**config.mk**
```make
export PLATFORM = sky130hd
export DESIGN_NAME = tmm_cordic_cell
export DESIGN_NICKNAME = d
export VERILOG_FILES = /design/src/hdl/tmm_pkg.sv /design/src/hdl/tmm_cordic_cell.sv
export SDC_FILE = /design/constraint.sdc
export NUM_CORES = 1
export LEC_CHECK = 0
export BUFFER_PORTS_ARGS = -buffer_cell sky130_fd_sc_hd__buf_2
export CORE_AREA = 4 4 385 387
export CTS_CLUSTER_DIAMETER = 40
export DETAILED_ROUTE_END_ITERATION = 7
export DIE_AREA = 0 0 389 391
export GPL_TIMING_DRIVEN = 1
export HOLD_SLACK_MARGIN = 0.15
export PLACE_DENSITY = 0.47
export SETUP_SLACK_MARGIN = 0.2
export SYNTH_ARGS = -nofsm -noshare
export SYNTH_HDL_FRONTEND = slang
export SYNTH_SLANG_ARGS = --single-unit
```
**constraint.sdc**
```tcl
create_clock -name clk -period 0.8 [get_ports clk]
set_input_delay 0.08 -clock clk [delete_from_list [all_inputs] [get_ports clk]]
set_output_delay 0.08 -clock clk [all_outputs]
set_load 0.01 [all_outputs]
```
**src/hdl/tmm_pkg.sv**
```systemverilog
// tmm_pkg: shared types, constants and helpers of the TRS model matrix block.
// Used by every module in hdl/; depends on nothing.
package tmm_pkg;

    localparam int ANG_FULL     = 23040;
    localparam int ANG_QUARTER  = 5760;
    localparam int CORDIC_STEPS = 18;
    localparam int CORDIC_GAIN  = 652032874;
    localparam int LATENCY      = CORDIC_STEPS + 7;

    typedef struct packed {
        logic signed [31:0] pos_x;
        logic signed [31:0] pos_y;
        logic signed [31:0] pos_z;
        logic signed [15:0] angle_x;
        logic signed [15:0] angle_y;
        logic signed [15:0] angle_z;
        logic signed [31:0] scale_x;
        logic signed [31:0] scale_y;
        logic signed [31:0] scale_z;
    } tmm_in_t;

    typedef struct packed {
        logic signed [31:0] col0_x;
        logic signed [31:0] col0_y;
        logic signed [31:0] col0_z;
        logic signed [31:0] col1_x;
        logic signed [31:0] col1_y;
        logic signed [31:0] col1_z;
        logic signed [31:0] col2_x;
        logic signed [31:0] col2_y;
        logic signed [31:0] col2_z;
        logic signed [31:0] trans_x;
        logic signed [31:0] trans_y;
        logic signed [31:0] trans_z;
    } tmm_out_t;

    typedef struct packed {
        logic signed [33:0] x;
        logic signed [33:0] y;
        logic signed [31:0] z;
        logic [1:0]         quad;
    } tmm_lane_t;

    typedef struct packed {
        logic signed [31:0] pos_x;
        logic signed [31:0] pos_y;
        logic signed [31:0] pos_z;
        logic signed [31:0] scale_x;
        logic signed [31:0] scale_y;
        logic signed [31:0] scale_z;
    } tmm_side_t;

    typedef struct packed {
        logic                 vld;
        tmm_lane_t [2:0]      lane;
        tmm_side_t            side;
    } tmm_cell_t;

    function automatic logic signed [31:0] atan_val(input int i);
        logic signed [31:0] v;
        case (i)
            0:  v = 32'sd188743680;
            1:  v = 32'sd111421900;
            2:  v = 32'sd58872272;
            3:  v = 32'sd29884485;
            4:  v = 32'sd15000234;
            5:  v = 32'sd7507429;
            6:  v = 32'sd3754631;
            7:  v = 32'sd1877430;
            8:  v = 32'sd938729;
            9:  v = 32'sd469366;
            10: v = 32'sd234683;
            11: v = 32'sd117342;
            12: v = 32'sd58671;
            13: v = 32'sd29335;
            14: v = 32'sd14668;
            15: v = 32'sd7334;
            16: v = 32'sd3667;
            default: v = 32'sd1833;
        endcase
        return v;
    endfunction

    // Q30 times Q30, round half up to Q30
    function automatic logic signed [33:0] mul30(input logic signed [33:0] a,
                                                 input logic signed [33:0] b);
        logic signed [67:0] p;
        p = (a * b + (68'sd1 <<< 29)) >>> 30;
        return p[33:0];
    endfunction

endpackage

```
**src/hdl/tmm_cordic_cell.sv**
```systemverilog
// tmm_cordic_cell: one CORDIC rotation step for the three angle lanes, with
// the side payload passed along. Depends on tmm_pkg.
module tmm_cordic_cell
    import tmm_pkg::*;
#(
    parameter int STEP = 0
)
(
    input  logic      clk,
    input  logic      rst_n,
    input  tmm_cell_t cell_in,
    output tmm_cell_t cell_out
);

    localparam logic signed [31:0] ATAN = atan_val(STEP);

    tmm_cell_t cell_reg;
    tmm_cell_t cell_next;

    always_comb
    begin
        cell_next = cell_in;
        for (int k = 0; k < 3; k++)
        begin
            // turn toward zero residual angle
            if (cell_in.lane[k].z >= 0)
            begin
                cell_next.lane[k].x = cell_in.lane[k].x - (cell_in.lane[k].y >>> STEP);
                cell_next.lane[k].y = cell_in.lane[k].y + (cell_in.lane[k].x >>> STEP);
                cell_next.lane[k].z = cell_in.lane[k].z - ATAN;
            end
            else
            begin
                cell_next.lane[k].x = cell_in.lane[k].x + (cell_in.lane[k].y >>> STEP);
                cell_next.lane[k].y = cell_in.lane[k].y - (cell_in.lane[k].x >>> STEP);
                cell_next.lane[k].z = cell_in.lane[k].z + ATAN;
            end
        end
    end

    always_ff @(posedge clk or negedge rst_n)
    begin
        if (!rst_n)
            cell_reg <= '0;
        else
            cell_reg <= cell_next;
    end

    assign cell_out = cell_reg;

endmodule

```
Word-level counts from Yosys, hierarchy flattened
Index checks and enable logic that the tools add are counted.

cells by class
  add/subtract/negate cells = 15
  multiply operators = 0
  divide/modulo/power cells = 0
  order comparisons = 3
  equal/unequal tests = 0
  shift-type cells = 0
  muxes and demuxes = 3
  bitwise gates (word level) = 0
  reductions and logical operators = 0

operators with widths
  cell                      number
  $mux W100                 3
  $sub A34 B34 Y34          6
  $add A34 B34 Y34          3
  $add A32 B29 Y32 const B  3
  $ge A32 B1 Y1 const B     3
  $sub A32 B29 Y32 const B  3

word-level totals
  register bits = 499
  bits in latches = 0
  memory bits (writable) = 0
  ROM bits = 0
  bits of input ports = 501
  output and inout bits = 499
  logic and storage cells = 40
  memories = 0

Depth between registers and ports, before layout
Gate-level depths: netlist of run 1.

  word-level depth = 2
  gate-level depth with buffers = 13
  mapped depth without buffers = 12

Least setup slack after synthesis of run 1
No wires, ideal clock.

  path type = input port to flip-flop
  from = input cell_in[432] (netlist bit)
  to = register cell_reg (netlist bit cell_out[494])
  arrival time = 2.496 ns
  data required time = 0.701 ns
  setup slack = -1.795 ns
  stages on the path = 12
  buffers on the path = 1
  path through = inv_1 ha_1 buf_6 nor2b_4 o31a_1 o41a_1 o21ai_1 a21oi_1 o21ai_1 or4b_1 mux2_1 a311oi_1

RTL lines
  element               line                   source
  start, declared       tmm_cordic_cell.sv:11  input tmm_cell_t cell_in,
  end signal, assigned  tmm_cordic_cell.sv:46  cell_reg <= cell_next;
  end, declared         tmm_cordic_cell.sv:17  tmm_cell_t cell_reg;

==> results of run 1 <==
## kinds of logic after synthesis
kind of cell | Yosys count | share of synthesized area [%]
AO/OA/AOI/OAI | 1068 | 21.8
XOR/XNOR | 220 | 6.23
adder cells (fa/ha/maj) | 321 | 13.2
buffers and inverters | 454 | 5.63
flip-flops | 496 | 40.2
multiplexers | 50 | 1.62
AND/OR/NAND/NOR | 744 | 11.3
## cell usage after synthesis (16+ instances only)
master / count
nor2_1: 268
clkbuf_1: 96
ha_1: 312
or3_1: 16
nor3_1: 69
o21ai_0: 249
a21o_1: 66
o21bai_1: 63
nand4_1: 29
a31oi_1: 20
o211ai_1: 24
mux2i_1: 49
xor2_1: 46
nor2b_1: 37
o31ai_1: 30
nor4_1: 28
nand3_1: 46
dfrtp_1: 496
a211oi_1: 32
inv_1: 293
buf_1: 33
nand2b_1: 30
nand2_1: 163
a21oi_1: 356
o21a_1: 29
xnor2_1: 174
## critical path, stage by stage
cell       delay (ps)
buf_12            120
ha_4              160
or2_4             210
o211ai_1          270
a2bb2oi_2         150
a311o_2           480
o41ai_4           210
buf_4             190
nor4_4             60
a221oi_2          360
o32a_1            200
xor2_1            160
## through the flow
stage,worst slack [ps],utilization (%),instances,total power [uW]
2_1_floorplan,-1790,-,3353,45200
3_3_place_gp,-2220,33.9,7330,65800
3_5_place_dp,-2260,33.9,7330,65600
4_1_cts,-1210,42.8,7983,118000
5_1_grt,-1310,44.9,8115,125000
6_report,-1270,44.9,8128,120000
## power groups by stage
stage | clock network (uW) | logic [uW] | registers [uW]
after floorplan | 0 | 13700 | 31500
after global placement | 0 | 35200 | 30600
after detailed placement | 0 | 35100 | 30600
after CTS | 44200 | 42900 | 30700
after global routing | 45500 | 48500 | 30900
final | 43100 | 46000 | 30700
## how the worst min path moves through the flow
stage | depth (start not counted) | end | startpoint
2_1_floorplan | 0 | cell_out[0] | rst_n
3_3_place_gp | 2 | cell_out[223] | rst_n
3_5_place_dp | 2 | cell_out[235] | rst_n
4_1_cts | 2 | cell_out[497] | rst_n
5_1_grt | 2 | cell_out[497] | rst_n
6_report | 2 | cell_out[497] | rst_n
## routing by layer
metal / up-vias / share of wire (%)
li1: 17300 / -
met1: 18000 / 38
met2: 1241 / 47
met3: 439 / 6.7
met4: 26 / 8.2
met5: - / 0.087
## timing repair
action,in CTS,in global routing
cloned,2,1
setup endpoints to repair,704,866
setup buffers,114,118
resized for setup,1190,457
endpoints found under the hold margin,977,766
pin swaps,359,321
hold buffers,351,8
## area by class of cell
class	instances	area (um^2)	share of cell area, %
inverters	306	1350	2.08
repair buffers	2792	22800	35.1
well taps	1917	2400	3.69
clock buffers	111	2590	3.99
multi-input cells	2403	22400	34.5
clock inverters	75	906	1.39
flip-flops and latches	496	12500	19.2
diodes	28	70.1	0.108
==> run summary, run 1 <==
status - finished with violations
violated checks - negative hold slack, negative setup slack
startpoint types - input port
Top Ports - 1000
setup TNS - -417070 ps
Seq pwr share - 25.7%
top post-synthesis cells by area - dfrtp_1, ha_1, a21oi_1
hold_ws - -653 ps
CP required - 1400 ps
Crit. End Element - flip-flop
IR Drop Worst-Case VDD - 1.88 mV
die width - 389 um
PD cells - 1840 nW/um^2
period utilization - 259%
drt initial violations - 1870
nets - 6920
most frequent cells in the layout - buf_4, buf_2, buf_6, dfrtp_1, dlygate4sd3_1
Avg Cell Area, Syn - 9.22 um^2
Root Driver - clkbuf_16
DR vias/cell - 4.55
Int Pwr - 78200 uW
Rows - 140
total global routing overflow - 0
routed wire length - 192000 um
Final Hold Fails - 400
Slew Viols, Final - 0
die footprint - 152000 um^2
placed cell areas - 49000 um^2
Seq/Total Area, Yosys - 40.2%
Remaining DRCs - 0
Tightest Pin Transition - 713 ps
wire per inst - 23.6 um
commonest non-fill, non-tap cell in the layout - buf_4
fmax - 0.483 GHz
DR vias - 37000
TritonRoute pass-1 iters - 5
Critical Path AT - 2670 ps
Worst Setup Path Type - in -> reg
Setup violations, final - 711
gr usage total - 24.1%
number of synthesized register bits - 496
CTS H-Tree Depth - 3
CP Max Fanout - 3
Post-Syn Nets - 4175
Reg clk slew, reported paths - 50 ps
area delta synth->final - 110%
Gate power share - 38.4%
Ys Warns - 0
Min-Delay Path Class - in -> async
Largest register FFs - 496
Clk network pwr share - 36.0%
RSZ-0062 raised after global routing - yes
clock buffers created by TritonCTS - 99
Cells after Synth - 3353
Buffers on Ports - 999
Detail Route Antenna Nets - 0
core footprint - 145000 um^2
Final WS setup - -1270 ps
vias in the first global route - 38300
EDFF count, synth - 0
global routing's busiest layer - met2
Max clock buf depth - 3
first-pass GRT wire length - 269000 um
CP endpoint - cell_out[395]
dpl hpwl - 155000 um
Max Cap Viol - 0
Synth async-reset ratio - 100%
CTS sink count - 496
switching part of the total - 34.7%
P_sw - 41600 uW
Synth top area share - 40.2%
Crit. Startpoint - cell_in[329]
minimum clock period - 2070 ps
met3 usage - 6.31%
layout cells sized above 1 - 56.8%
Top FF cell, synth - dfrtp_1
met1 Use GR - 26.6%
gpl congestion - 0.993
leak pwr - 0.0305 uW
initial antenna violation count - 55
Finished Cell Area - 65000 um^2
Die H - 391 um
Initial Utilization - 21.3%
met2 usage - 40.4%
largest net degree at the start of global routing - 49
# fillers - 13600
Synth Cell Area - 30900 um^2
Slew headroom - 52.5%
distinct cell type count after synthesis - 82
CTS tree - yes
Synth area leader - dfrtp_1
No activity file was read; power rests on OpenSTA's default activity.
==> run 2, diff against run 1 <==
--- a/config.mk
+++ b/config.mk
@@ -5,14 +5,15 @@
 export SDC_FILE = /design/constraint.sdc
 export NUM_CORES = 1
 export LEC_CHECK = 0
+export ABC_AREA = 1
 export BUFFER_PORTS_ARGS = -buffer_cell sky130_fd_sc_hd__buf_2
-export CORE_AREA = 4 4 385 387
+export CORE_AREA = 4 4 383 385
 export CTS_CLUSTER_DIAMETER = 40
 export DETAILED_ROUTE_END_ITERATION = 7
-export DIE_AREA = 0 0 389 391
+export DIE_AREA = 0 0 387 389
 export GPL_TIMING_DRIVEN = 1
 export HOLD_SLACK_MARGIN = 0.15
-export PLACE_DENSITY = 0.47
+export PLACE_DENSITY = 0.51
 export SETUP_SLACK_MARGIN = 0.2
 export SYNTH_ARGS = -nofsm -noshare
 export SYNTH_HDL_FRONTEND = slang
==> run summary, run 2 <==
Synth top area share - 34.9% (-5.3 points)
routed wire length - 199000 um (+3.5%)
Top Ports - 1000 (unchanged)
Tightest Pin Transition - 569 ps (-144 ps)
Synth Cell Area - 35600 um^2 (+15%)
CP Max Fanout - 1 (-2)
CTS H-Tree Depth - 3 (unchanged)
Root Driver - clkbuf_16
DR vias - 45600 (+23%)
Cells after Synth - 5096 (+52%)
CTS sink count - 496 (unchanged)
Initial Utilization - 24.9% (+3.5 points)
layout cells sized above 1 - 58.9% (+2.1 points)
CTS tree - yes
Detail Route Antenna Nets - 0 (unchanged)
Synth async-reset ratio - 100% (unchanged)
Min-Delay Path Class - in -> async
vias in the first global route - 46600 (+22%)
commonest cells in the netlist - nand2_1, inv_1, dfrtp_1
gr usage total - 24.7% (+0.53 points)
Post-Syn Nets - 5918 (+42%)
distinct cell type count after synthesis - 50 (-39%)
RSZ-0062 raised after global routing - yes
Finished Cell Area - 75300 um^2 (+16%)
Setup violations, final - 959 (+35%)
EDFF count, synth - 0 (unchanged)
placed cell areas - 54000 um^2 (+10%)
gpl congestion - 0.977 (-1.7%)
Met2 Wirelength - 96600 um (+6.1%)
Final WS setup - -640 ps (+633 ps)
Metal-1 WL - 81900 um (+13%)
total global routing overflow - 0 (unchanged)
Top FF cell, synth - dfrtp_1
TritonRoute pass-1 iters - 5 (unchanged)
Worst Setup Path Type - reg -> out
area delta synth->final - 112%
IR Drop Worst-Case VDD - 1.73 mV (-8.0%)
family with the most delay on the worst path - flip-flops
Max Cap Viol - 0 (unchanged)
most frequent cells in the layout - buf_4, nand2_1, buf_2, buf_6, inv_1
CP required - 720 ps (-680 ps)
core footprint - 143000 um^2 (-1.2%)
largest net degree at the start of global routing - 52 (+6.1%)
cells along the critical path - buf_12 -> buf_8
Avg Cell Area, Syn - 6.98 um^2 (-24%)
setup TNS - -338800 ps (+78280 ps)
Slew headroom - 62.0% (+9.5 points)
leak pwr - 0.0374 uW (+23%)
minimum clock period - 1440 ps (-633 ps)
Reg clk slew, reported paths - 50 ps (about the same)
startpoint types - flip-flop
Largest register FFs - 496 (unchanged)
drt initial violations - 2380 (+27%)
CP bufs+invs - 2 (unchanged)
initial antenna violation count - 28 (-49%)
Max clock buf depth - 3 (unchanged)
die width - 387 um (-0.51%)
Ys Warns - 0 (unchanged)
DR vias/cell - 4.66 (+2.5%)
Rows - 139 (-0.71%)
Remaining DRCs - 0 (unchanged)
Crit. End Element - output port
Final Hold Fails - 206 (-49%)
top post-synthesis cells by area - dfrtp_1, nand2_1, ha_1
Buffers on Ports - 999 (unchanged)
hold_ws - -521 ps (+131 ps)
dpl hpwl - 155000 um (about the same)
Synth area leader - dfrtp_1
clock buffers created by TritonCTS - 93 (-6.1%)
fmax - 0.695 GHz (+44%)
die footprint - 151000 um^2 (-1.0%)
status - finished with violations
CP peak stage delay - 400 ps (-80 ps)
violated checks - negative hold slack, negative setup slack
nets - 8615 (+24%)
PD cells - 1630 nW/um^2 (-11%)
number of synthesized register bits - 496 (unchanged)
Seq/Total Area, Yosys - 34.9% (-5.3 points)
Slew Viols, Final - 0 (unchanged)
Critical Path AT - 1360 ps (-1310 ps)
wire per inst - 20.3 um (-14%)
Post-Place Worst Slack - -1570 ps (+698 ps)
first-pass GRT wire length - 286000 um (+6.5%)
top layer in use - met5
met3 wire len - 12700 um (-2.1%)
CP max stage cell - dfrtp_1
top-count cell post-synth - nand2_1
commonest non-fill, non-tap cell in the layout - buf_4
period utilization - 180% (-79 points)
Crit. Startpoint - cell_out[289]
Die H - 389 um (-0.51%)
[run 2: stage by stage]
step | instances | util, % | power, uW
2_1_floorplan | 5096 | - | 47000
3_3_place_gp | 8925 | 37.7 | 66200
3_5_place_dp | 8925 | 37.7 | 66300
4_1_cts | 9640 | 47.9 | 117000
5_1_grt | 9780 | 52.6 | 129000
6_report | 9784 | 52.6 | 123000
[run 2: path summary, 6_finish.rpt]
kind | end | slack, ps | depth (start not counted)
worst max-delay path | cell_out[289] | -640 | 2
worst min-delay path | cell_out[371] | -520 | 3
max in group asynchronous | cell_out[89] | -490 | 6
min in group clk | cell_out[429] | -320 | 3
[run 2: final cells by class]
cell class | instances | area, um^2
well taps | 1903 | 2380
clock inverters | 68 | 853
clock buffers | 105 | 2440
flip-flops and latches | 496 | 12400
repair buffers | 2737 | 23400
fillers | 12700 | 67900
diodes | 10 | 25.0
inverters | 781 | 3400
multi-input cells | 3684 | 30400
[run 2: cell families (layout without fill, tap and decap cells)]
logic type	after synthesis	in the layout	synth area share (%)
simple gates	2484	2484	29.2
buf+inv	916	3691	10.5
compound gates	801	801	12.0
flops	496	496	34.9
fa+ha+maj	321	321	11.5
xor+xnor	73	73	1.80
mux	5	5	0.141
other cells	0	10	0
[run 2: where the power goes]
group          switching [uW]  total (uW)  internal [uW]
Sequential               1630       29500          27800
Combinational           27800       52500          24700
Clock                   16100       40900          24800
Total                   45500      123000          77300
[run 2: per-layer routing]
metal	vias to the layer above	track usage (%)
met3	371	5.03
met5	-	0
met2	1588	42.2
met4	6	8.49
li1	21700	-
met1	22000	30.8
[run 2: timing repair]
action                                   CTS  global route
endpoints found under the hold margin    966           948
gates cloned                               0             0
gates resized for setup                 1643          1332
hold buffers                             319             7
endpoints found under the setup margin   705           774
buffers inserted                         223           166
pin swaps                                592           729
