===== src/hdl/tmm_pkg.sv =====
// tmm_pkg: shared types, constants and helpers of the TRS model matrix block.
// Used by every module in hdl/; depends on nothing.
package tmm_pkg;

    localparam int ANG_FULL     = 23040;
    localparam int ANG_QUARTER  = 5760;
    localparam int CORDIC_STEPS = 18;
    localparam int CORDIC_GAIN  = 652032874;
    localparam int LATENCY      = CORDIC_STEPS + 7;

    typedef struct packed {
        logic signed [31:0] pos_x;
        logic signed [31:0] pos_y;
        logic signed [31:0] pos_z;
        logic signed [15:0] angle_x;
        logic signed [15:0] angle_y;
        logic signed [15:0] angle_z;
        logic signed [31:0] scale_x;
        logic signed [31:0] scale_y;
        logic signed [31:0] scale_z;
    } tmm_in_t;

    typedef struct packed {
        logic signed [31:0] col0_x;
        logic signed [31:0] col0_y;
        logic signed [31:0] col0_z;
        logic signed [31:0] col1_x;
        logic signed [31:0] col1_y;
        logic signed [31:0] col1_z;
        logic signed [31:0] col2_x;
        logic signed [31:0] col2_y;
        logic signed [31:0] col2_z;
        logic signed [31:0] trans_x;
        logic signed [31:0] trans_y;
        logic signed [31:0] trans_z;
    } tmm_out_t;

    typedef struct packed {
        logic signed [33:0] x;
        logic signed [33:0] y;
        logic signed [31:0] z;
        logic [1:0]         quad;
    } tmm_lane_t;

    typedef struct packed {
        logic signed [31:0] pos_x;
        logic signed [31:0] pos_y;
        logic signed [31:0] pos_z;
        logic signed [31:0] scale_x;
        logic signed [31:0] scale_y;
        logic signed [31:0] scale_z;
    } tmm_side_t;

    typedef struct packed {
        logic                 vld;
        tmm_lane_t [2:0]      lane;
        tmm_side_t            side;
    } tmm_cell_t;

    function automatic logic signed [31:0] atan_val(input int i);
        logic signed [31:0] v;
        case (i)
            0:  v = 32'sd188743680;
            1:  v = 32'sd111421900;
            2:  v = 32'sd58872272;
            3:  v = 32'sd29884485;
            4:  v = 32'sd15000234;
            5:  v = 32'sd7507429;
            6:  v = 32'sd3754631;
            7:  v = 32'sd1877430;
            8:  v = 32'sd938729;
            9:  v = 32'sd469366;
            10: v = 32'sd234683;
            11: v = 32'sd117342;
            12: v = 32'sd58671;
            13: v = 32'sd29335;
            14: v = 32'sd14668;
            15: v = 32'sd7334;
            16: v = 32'sd3667;
            default: v = 32'sd1833;
        endcase
        return v;
    endfunction

    // Q30 times Q30, round half up to Q30
    function automatic logic signed [33:0] mul30(input logic signed [33:0] a,
                                                 input logic signed [33:0] b);
        logic signed [67:0] p;
        p = (a * b + (68'sd1 <<< 29)) >>> 30;
        return p[33:0];
    endfunction

endpackage


===== src/hdl/tmm_reduce.sv =====
// tmm_reduce: first cell of the chain; wraps angles to one turn, splits the
// quadrant off and loads the CORDIC start values. Depends on tmm_pkg.
module tmm_reduce
    import tmm_pkg::*;
(
    input  logic      clk,
    input  logic      rst_n,
    input  logic      vld,
    input  tmm_in_t   item,
    output tmm_cell_t cell_out
);

    tmm_cell_t cell_reg;
    tmm_cell_t cell_next;

    function automatic tmm_lane_t load_lane(input logic signed [15:0] ang);
        logic signed [17:0] r;
        logic [1:0]         q;
        logic signed [17:0] t;
        tmm_lane_t          l;
        r = 18'(ang);
        if (r < 0)
            r = r + 18'(ANG_FULL);
        if (r < 0)
            r = r + 18'(ANG_FULL);
        if (r >= 18'(ANG_FULL))
            r = r - 18'(ANG_FULL);
        if (r >= 18'(3 * ANG_QUARTER))
            q = 2'd3;
        else if (r >= 18'(2 * ANG_QUARTER))
            q = 2'd2;
        else if (r >= 18'(ANG_QUARTER))
            q = 2'd1;
        else
            q = 2'd0;
        t      = r - 18'(int'(q) * ANG_QUARTER);
        l.x    = 34'(CORDIC_GAIN);
        l.y    = '0;
        l.z    = {3'b000, t[12:0], 16'b0};
        l.quad = q;
        return l;
    endfunction

    always_comb
    begin
        cell_next.vld           = vld;
        cell_next.lane[0]       = load_lane(item.angle_x);
        cell_next.lane[1]       = load_lane(item.angle_y);
        cell_next.lane[2]       = load_lane(item.angle_z);
        cell_next.side.pos_x    = item.pos_x;
        cell_next.side.pos_y    = item.pos_y;
        cell_next.side.pos_z    = item.pos_z;
        cell_next.side.scale_x  = item.scale_x;
        cell_next.side.scale_y  = item.scale_y;
        cell_next.side.scale_z  = item.scale_z;
    end

    always_ff @(posedge clk or negedge rst_n)
    begin
        if (!rst_n)
            cell_reg <= '0;
        else
            cell_reg <= cell_next;
    end

    assign cell_out = cell_reg;

endmodule


===== config.mk =====
export PLATFORM = sky130hd
export DESIGN_NAME = tmm_reduce
export DESIGN_NICKNAME = d
export VERILOG_FILES = /design/src/hdl/tmm_pkg.sv /design/src/hdl/tmm_reduce.sv
export SDC_FILE = /design/constraint.sdc
export NUM_CORES = 1
export LEC_CHECK = 0
export BUFFER_PORTS_ARGS = -buffer_cell sky130_fd_sc_hd__buf_2
export CAP_MARGIN = 0
export CORE_AREA = 8 8 284 286
export CTS_BUF_LIST = sky130_fd_sc_hd__clkbuf_2
export DETAILED_ROUTE_END_ITERATION = 10
export DIE_AREA = 0 0 292 294
export PLACE_DENSITY_LB_ADDON = 0.08
export SKIP_LAST_GASP = 1
export SLEW_MARGIN = 20
export SYNTH_ARGS = -nofsm -noshare
export SYNTH_HDL_FRONTEND = slang
export SYNTH_SLANG_ARGS = --single-unit

===== constraint.sdc =====
create_clock -name clk -period 2.85 [get_ports clk]
set_input_delay 0.285 -clock clk [delete_from_list [all_inputs] [get_ports clk]]
set_output_delay 0.285 -clock clk [all_outputs]
set_load 0.03 [all_outputs]

### Yosys cells after proc, flatten, opt, wreduce, memory -nomap -nowiden

Index checks and enable logic that the tools add are counted.

* flip-flop bits (word level): 239
* latch bits: 0
* bits in writable memories: 0
* ROM bits: 0
* input port bits: 243
* output and inout port bits: 499
* word-level logic and storage cells: 65
* memories: 0

* $add $sub $neg: 12
* multipliers: 3
* divide/modulo/power cells: 0
* order comparisons: 18
* eq/ne operators: 0
* shifts and indexed selects: 0
* multiplexer cells: 18
* bitwise gates (word level): 0
* reduce and logical (&&, ||, !) cells: 0

Operators by type and width (number)
* $mux 18: 9
* $ge 18x16->1 const B: 6
* $add 18x16->18 const B: 3
* $ge 18x14->1 const B: 3
* $ge 18x15->1 const B: 3
* $lt 18x1->1 const B: 3
* $sub 18x16->18 const B: 3
* $add 16x16->17 const B: 3
* $lt 16x1->1 const B: 3
* $sub 13x13->13: 3
* $mul 2x6->6 const B: 3
* $mux 2: 6
* $mux 1: 3

### Logic depth before layout (Yosys ltp)

Gate-level depths: netlist (run 1).

* word-level depth: 12
* gate-level depth with buffers: 21
* depth with buffers taken out: 21

### Worst setup path before layout (run 1)

OpenSTA, ideal clock, no wires.

* path kind: input to register
* from: input item[121] (netlist bit)
* to: register cell_reg (netlist bit cell_out[324])
* library setup time: 80 ps
* arrival time: 4199 ps
* required time: 2770 ps
* slack: -1429 ps
* cell stages on the path: 18
* buffers on the path: 0
* cells stage by stage: ha_1 mux2_2 ha_1 a211o_1 or2_0 a21oi_2 o21ai_1 a21oi_2 mux2i_1 nor4_1 o21ba_2 nor3_1 ha_1 ha_1 a21o_1 a21oi_1 xor2_1 xnor2_1

RTL lines
* start: declaration: RTL line tmm_reduce.sv:9 `input tmm_in_t item,`
* end signal: assignment: RTL line tmm_reduce.sv:63 `cell_reg <= cell_next;`
* end: declaration: RTL line tmm_reduce.sv:13 `tmm_cell_t cell_reg;`

==> results, run 1 <==
- The number of flops mapped to enable cells by yosys is 0.
- Ranked by instance count, the synthesized netlist is headed by 261 x sky130_fd_sc_hd__buf_4, 239 x sky130_fd_sc_hd__dfrtp_1, 30 x sky130_fd_sc_hd__inv_1.
- The number of max-slew violations in the final report is 0.
- The prevailing post-synth register cell is sky130_fd_sc_hd__dfrtp_1.
- The post-layout net count is 2357.
- Measured against its own limit, the worst slew margin works out to 59.9%.
- The post-detailed-route via-to-cell ratio is 3.32.
- Compared with the post-synthesis result, the final layout area differs by 92.4%.
- For the worst setup path, the data arrival time is 4.14 ns.
- Counting the fill cells in the layout gives 8256.
- VDD sags by at most 0.000243 V.
- Power spread over the standard cell area amounts to 548 mW/mm².
- The length of the first detailed-routing pass in iterations is 5.
- Along the worst path, the maximum fanout reaches 4.
- The number of antenna violations at the first check in global routing is 16.
- The run finished, with violations left.
- The global-route wire length before repair is 74700 µm.
- The portion of the clock cycle consumed by the worst path in the final layout is 113%.
- The clock tree synthesis step divided the H-tree into 3 levels.
- In this run the tool buffered the top-level ports with 534 buffer cells.
- The maximum count of clock buffers along a single path is 3.
- In this run the most critical hold path is launched from item[126].
- Entering global routing, the biggest net connects 71 pins.
- The type of the worst setup path is in -> reg.
- The final hold violation count came to 0.
- Along the worst hold path, the cell count comes to 7.
- The worst-case hold path end point is cell_out[324].
- The number of flip-flops in the largest register is 239.
- The dominant cell type by area after synthesis is sky130_fd_sc_hd__dfrtp_1.
- The startpoint kind of the worst setup timing path is an input pin.
- In this run, CTS created clock tree buffers numbering 77.
- The count of different cell masters after synthesis is 94.
- The checks that failed: setup timing.
- STA classifies the critical path endpoint as a register.
- After synthesis, the mean cell area works out to 12.2 µm².
- The aggregate routed wire length is 51700 µm.
- From bottom edge to top edge, the die measures 294 µm.
- Ranked by total cell area, the synthesized netlist is headed by sky130_fd_sc_hd__dfrtp_1 55%, sky130_fd_sc_hd__buf_4 18%, sky130_fd_sc_hd__ha_1 3.2%.
- In the global route stage, overall resource usage came out at 11.5%.
- The tightest min-delay check is of the in -> reg type.
- Synthesis produced 895 cells.
- The detail route stage leaves a number of antenna-violating nets equal to 0.
- For this block, the initial DRC count from the detailed router was 238.
- After detailed placement, the total cell area comes to 0.0153 mm².
- Of the synthesized area, sequential elements account for 55.0%.
- The data required time at the worst endpoint is 3.76 ns.
- Counting tap cells, the placed design contains a total of 2533 instances.
- The number of global-route vias before repair is 11600.
- Summed over all layers, the global routing overflow is 0.
- The post-synthesis async set-or-reset flop share is 100%.
- Clock tree synthesis selected as its root buffer the cell sky130_fd_sc_hd__clkbuf_2.
- The floorplan row count is 102.
- The die span in x is 292 µm.
- After legalization and detailed placement, the total HPWL measured 41400 µm.
- The maximum frequency from static timing analysis is 309 MHz.
- The number of setup violations in the final report is 15.
- The floorplan step defined a core boundary enclosing 0.0764 mm².
- The congestion estimate from routability-driven global placement came to 0.763.
- Detailed routing inserted a total of 10400 vias.
- TritonCTS built the clock tree.
- The final standard cell count with taps included and fillers excluded is 3131.
- For the pin with the worst max-slew slack, the measured transition is 0.597 ns.
- In the post-route analysis, the smallest setup slack over all paths is -0.382 ns.
- The tool flagged a number of max-cap violations equal to 0.
- The cell area after layout is 0.0209 mm².
- The netlist area before placement is 0.0109 mm².
- The die covers 0.0858 mm².
- Dividing the detail-routed wire length by the instance count gives 16.5 µm.
- The start point of the critical path is item[121].
- The DRC violation count after routing is 0.
- The total I/O pin count is 742.
- The post-layout utilization of the core is 27.4%.
- After clock tree synthesis, the clock-pin slew on the worst setup and hold paths is 0.10 ns.
- For this run, the number of Yosys warnings is 0.
- The tree built by TritonCTS fans out to 239 sinks.
- The number of synthesized register bits is 239.
- The most used standard cell by instance count after synthesis is sky130_fd_sc_hd__buf_4.
- Total power for the finished layout comes to 11500 µW.
- In this run the static leakage power is 0.0103 µW.
- Setup repair after global routing could not meet its margin everywhere.
- The post-route minimum period is 3.23 ns.
- In the final layout, the share of cells above drive strength 1 is 45.6%.
- The effective utilization at floorplan is 14.2%.
- The synthesized design devotes to its leading area cell type 55.0% of total area.
- On the final layout, the worst hold slack is 0.281 ns.
==> what timing repair did <==
action	4_1_cts	5_1_grt
setup endpoints to repair	7	14
endpoints found under the hold margin	474	0
hold buffers	438	0
buffers inserted	10	13
resized for setup	39	40
pin swaps	29	31
==> area by class of cell <==
| class | count | area, µm² | share of cell area (%) |
|---|---|---|---|
| Sequential cell | 239 | 5980 | 28.6 |
| Clock buffer | 111 | 556 | 2.65 |
| Antenna cell | 7 | 17.5 | 0.0836 |
| Tap cell | 988 | 1240 | 5.90 |
| Clock inverter | 21 | 138 | 0.657 |
| Timing Repair Buffer | 1174 | 8740 | 41.8 |
| Multi-Input combinational cell | 560 | 4150 | 19.8 |
| Inverter | 31 | 116 | 0.556 |
==> worst max-delay path: stages <==
cell,delay [ns]
sky130_fd_sc_hd__buf_6,0.10
sky130_fd_sc_hd__ha_4,0.23
sky130_fd_sc_hd__mux2_4,0.28
sky130_fd_sc_hd__ha_4,0.17
sky130_fd_sc_hd__a211o_1,0.24
sky130_fd_sc_hd__or2_1,0.22
sky130_fd_sc_hd__a21oi_2,0.18
sky130_fd_sc_hd__o21a_2,0.17
sky130_fd_sc_hd__nor2_2,0.04
sky130_fd_sc_hd__o41a_1,0.47
sky130_fd_sc_hd__a31oi_4,0.17
sky130_fd_sc_hd__o21ba_4,0.19
sky130_fd_sc_hd__or3_4,0.37
sky130_fd_sc_hd__ha_4,0.22
sky130_fd_sc_hd__o21ai_1,0.07
sky130_fd_sc_hd__nand2b_1,0.08
sky130_fd_sc_hd__a21o_1,0.19
sky130_fd_sc_hd__a21oi_2,0.14
sky130_fd_sc_hd__xor2_1,0.18
sky130_fd_sc_hd__xnor2_1,0.13
==> worst max-delay path by stage <==
stage | depth (start not counted) | slack (ns) | to
after floorplan | 19 | -1.20 | cell_out[324]
after global placement | 20 | -1.58 | cell_out[221]
after detailed placement | 20 | -1.51 | cell_out[221]
after CTS | 20 | -0.15 | cell_out[324]
after global routing | 20 | -0.37 | cell_out[324]
final | 20 | -0.38 | cell_out[324]
==> report_power, final <==
group	switching, µW	internal (µW)
clock network	1740	1160
registers	83.2	3710
logic	2660	2130
total	4480	6990
==> stage by stage <==
stage,setup slack [ns],setup TNS [ns]
floorplan,-1.20,-12.78
global placement,-1.58,-24.04
detailed placement,-1.51,-23.44
CTS,-0.150,-0.291
global route,-0.372,-1.77
finish,-0.382,-2.37
==> routing by layer <==
| layer | vias up | GRT usage [%] | share of wire, % |
|---|---|---|---|
| met5 | - | 0 | 0.14 |
| met4 | 12 | 3.98 | 2.8 |
| met3 | 116 | 6.15 | 11 |
| met2 | 463 | 20.2 | 50 |
| met1 | 4874 | 11.6 | 36 |
| li1 | 4945 | - | - |
==> placed cells by master, fill, tap and decap left out, types with 6 or more instances in the layout <==
master	n
sky130_fd_sc_hd__a21oi_2	7
sky130_fd_sc_hd__dlygate4sd3_1	437
sky130_fd_sc_hd__ha_1	10
sky130_fd_sc_hd__ha_4	16
sky130_fd_sc_hd__nor2_1	21
sky130_fd_sc_hd__xnor2_1	22
sky130_fd_sc_hd__nand2_1	27
sky130_fd_sc_hd__nor3_1	11
sky130_fd_sc_hd__nand3_1	7
sky130_fd_sc_hd__xor2_1	12
sky130_fd_sc_hd__nand2b_1	10
sky130_fd_sc_hd__buf_6	12
sky130_fd_sc_hd__o21ai_1	6
sky130_fd_sc_hd__clkinv_1	12
sky130_fd_sc_hd__conb_1	208
sky130_fd_sc_hd__clkbuf_2	111
sky130_fd_sc_hd__diode_2	7
sky130_fd_sc_hd__inv_1	29
sky130_fd_sc_hd__nor2b_1	10
sky130_fd_sc_hd__a21o_1	9
sky130_fd_sc_hd__buf_2	527
sky130_fd_sc_hd__a21oi_4	6
sky130_fd_sc_hd__o21ai_0	12
sky130_fd_sc_hd__buf_4	189
sky130_fd_sc_hd__a21oi_1	14
sky130_fd_sc_hd__buf_12	6
sky130_fd_sc_hd__dfrtp_1	239
==> logic make-up after synthesis <==
logic type	count (synthesis)	share of synthesized area [%]
compound gates	124	9.03
xor+xnor	42	3.59
fa+ha+maj	31	3.77
buf+inv	302	19.7
flops	239	55.0
mux	12	1.31
other cells	2	0.0690
simple gates	143	7.53
(Power assumes the default switching activity.)
==> run 2, diff against run 1 <==
Settings changed: PLACE_DENSITY_LB_ADDON 0.08 to 0.25.
==> run 2 against run 1 <==
The flow still finishes with violations (setup timing). Via count fell by 0.70%. Design area fell by 0.31%. Non-clock buffer count fell by 17. Worst hold slack improved by 0.053 ns. Die area did not move. Cell count fell by 0.86%. Combinational power barely moved. Largest cell class unchanged. Largest power group unchanged. Clock power barely moved. Routed wire length fell by 7.6%.
==> results, run 2 (same netlist as run 1, synthesis figures left out) <==
- Subtracting the final worst setup slack from the clock period gives 3.38 ns.
- The power after layout is 11500 µW.
- Once detail routing completed, the nets flagged for antenna violations numbered 0.
- Leaving out fill and tap cells, the most frequent cell in the layout is sky130_fd_sc_hd__buf_2.
- The pre-antenna-repair detailed-routing pass consisted of 4 iterations.
- The final hold slack is 0.334 ns.
- The maximum number of pins on one net before global-route repair is 74.
- The initial utilization of the core area, before any placement, comes to 14.2%.
- Row generation in the floorplan step produced 102 rows.
- After detailed placement, the design holds a cell count of 2520.
- The normalized max-slew margin is 60.4%.
- The detailed-route wire length per cell is 15.4 µm.
- The die covers 0.0858 mm².
- The routed design has 47800 µm of wire.
- The number of max-slew violations in the final report was 0.
- The final critical-path setup slack is -0.528 ns.
- The post-placement worst setup slack is -1.52 ns.
- TritonCTS created 71 clock buffers.
- The register with the most flip-flops in the layout has 239 of them.
- The arrival time reported for the critical path endpoint is 4.21 ns.
- The DRC violation count after routing is 0.
- The vertical extent of the die is 294 µm.
- The root buffer cell chosen for the clock tree is sky130_fd_sc_hd__clkbuf_2.
- Timing would allow up to 296 MHz.
- Global routing consumed, over all layers together, 10.4% of the routing resources.
- TritonCTS built the clock tree.
- The kind of end point of the critical path is a register.
- The met1 routing resource usage after global routing is 11.5%.
- The count of port buffers added during placement is 534.
- The first routing iteration left 160 violations.
- The number of antenna violations at the first check in global routing is 18.
- The library cells used most frequently in the layout, excluding fill and tap cells, are 527 x sky130_fd_sc_hd__buf_2, 436 x sky130_fd_sc_hd__dlygate4sd3_1, 238 x sky130_fd_sc_hd__dfrtp_1, 208 x sky130_fd_sc_hd__conb_1, 173 x sky130_fd_sc_hd__buf_4.
- The global-route wire length before repair is 69700 µm.
- The total I/O pin count is 742.
- The final standard cell count with taps included and fillers excluded is 3104.
- The congestion estimate from routability-driven global placement came to 0.809.
- The synthesis-to-finish area growth is 91.8%.
- The clock transition at the registers of the reported paths is 0.12 ns.
- The die span in x is 292 µm.
- In this run the power density over the cells is 553 mW/mm².
- The path category of the worst min-delay check is in -> reg.
- The final reports fail on setup timing.
- The flow ran to the end, but the final reports show violations.
- The slew of the pin with the lowest slew margin is 0.589 ns.
- The startpoint kind of the worst setup timing path is an input pin.
- The clock sink count is 239.
- The portion of the clock cycle consumed by the worst path in the final layout is 119%.
- Summed over all layers, the global routing overflow is 0.
- Dividing the detail-routed via count by the number of cells gives 3.33.
- The global routing stage identified its most utilized layer as met2.
- Setup violations remaining at the end of the flow were counted as 15.
- The routed layout has 10300 vias.
- The global routing usage on met3 is 4.49%.
- STA puts the critical path data required time at 3.68 ns.
- The leakage power is 0.0102 µW.
- The number of global-route vias before repair is 11700.
- Along the worst hold path, the cell count comes to 5.
- The met2 capacity usage during global routing is 17.8%.
- The proportion of layout cells with a drive suffix above 1 is 45.5%.
- In this run the standard cell core region covers 0.0764 mm².
- The post-layout net count is 2334.
- Max-cap violations in this run came to 0.
- The longest clock path from root to sink contains 3 buffers.
- Of all nets on the critical path, the largest fanout is 4.
- Setup repair after global routing could not meet its margin everywhere.
- The final hold violation count came to 0.
- The H-tree generated during clock tree synthesis spans 3 levels.
- The type of the worst setup path is in -> reg.
- The maximum resistive drop on vdd is 0.000231 V.
- The HPWL reported at the end of detailed placement is 36800 µm.
[run 2: changes by cell type in the layout (fill, tap and decap cells not counted), sizes merged]
cell,before,now
buf,737,721
inv,34,32
clkinv,15,18
dlygate4sd3,437,436
bufinv,1,4
clkbuf,111,97
[run 2: worst paths after layout]
kind,slack [ns],end,startpoint
max in group asynchronous,1.89,cell_out[53],rst_n
min in group asynchronous,0.51,cell_out[219],rst_n
worst min-delay path,0.33,cell_out[319],item[119]
worst max-delay path,-0.53,cell_out[324],item[121]
[run 2: where the power goes]
group          internal, µW  switching, µW
Sequential             3710            143
Clock                  1300           1620
Combinational          2120           2650
Total                  7130           4400
[run 2: per-stage QoR]
stage	cell area (µm²)	setup TNS [ns]	util, %
2_1_floorplan	12000	-12.78	-
3_3_place_gp	15200	-21.79	19.8
3_5_place_dp	15200	-22.13	19.8
4_1_cts	20600	-0.986	26.9
5_1_grt	20900	-3.25	27.3
6_report	20900	-4.06	27.3
[run 2: area by class of cell]
cell class                 instances  area, µm²
antenna                            7       17.5
timing repair buffer            1157       8610
clock inverter                    25        224
sequential                       239       5980
tap                              988       1240
fill                            8001      55600
inverter                          31        116
multi-input combinational        560       4200
clock buffer                      97        485
[run 2: critical path, cell delays in order]
cell,delay (ns)
sky130_fd_sc_hd__buf_8,0.10
sky130_fd_sc_hd__ha_4,0.22
sky130_fd_sc_hd__mux2_4,0.28
sky130_fd_sc_hd__ha_4,0.17
sky130_fd_sc_hd__a211o_1,0.24
sky130_fd_sc_hd__or2_1,0.24
sky130_fd_sc_hd__a21oi_2,0.17
sky130_fd_sc_hd__o21a_2,0.20
sky130_fd_sc_hd__nor2_2,0.04
sky130_fd_sc_hd__o41a_1,0.52
sky130_fd_sc_hd__a31oi_4,0.20
sky130_fd_sc_hd__o21ba_4,0.19
sky130_fd_sc_hd__or3_4,0.37
sky130_fd_sc_hd__ha_4,0.23
sky130_fd_sc_hd__o21ai_2,0.05
sky130_fd_sc_hd__nand2b_1,0.08
sky130_fd_sc_hd__a21o_1,0.17
sky130_fd_sc_hd__a21oi_2,0.12
sky130_fd_sc_hd__xor2_1,0.19
sky130_fd_sc_hd__xnor2_1,0.14
[run 2: repair_timing]
action,in CTS,in global routing
gates cloned,0,0
pin swaps,28,32
endpoints found under the hold margin,467,0
resized for setup,42,47
setup endpoints to repair,65,15
hold buffers,437,0
setup buffers,13,7
[run 2: per-layer routing]
layer	wire, µm	share of wire [%]	vias up
li1	-	-	4890
met1	18300	38	4900
met2	23700	50	456
met3	4560	9.5	89
met4	1290	2.7	2
met5	13	0.027	-
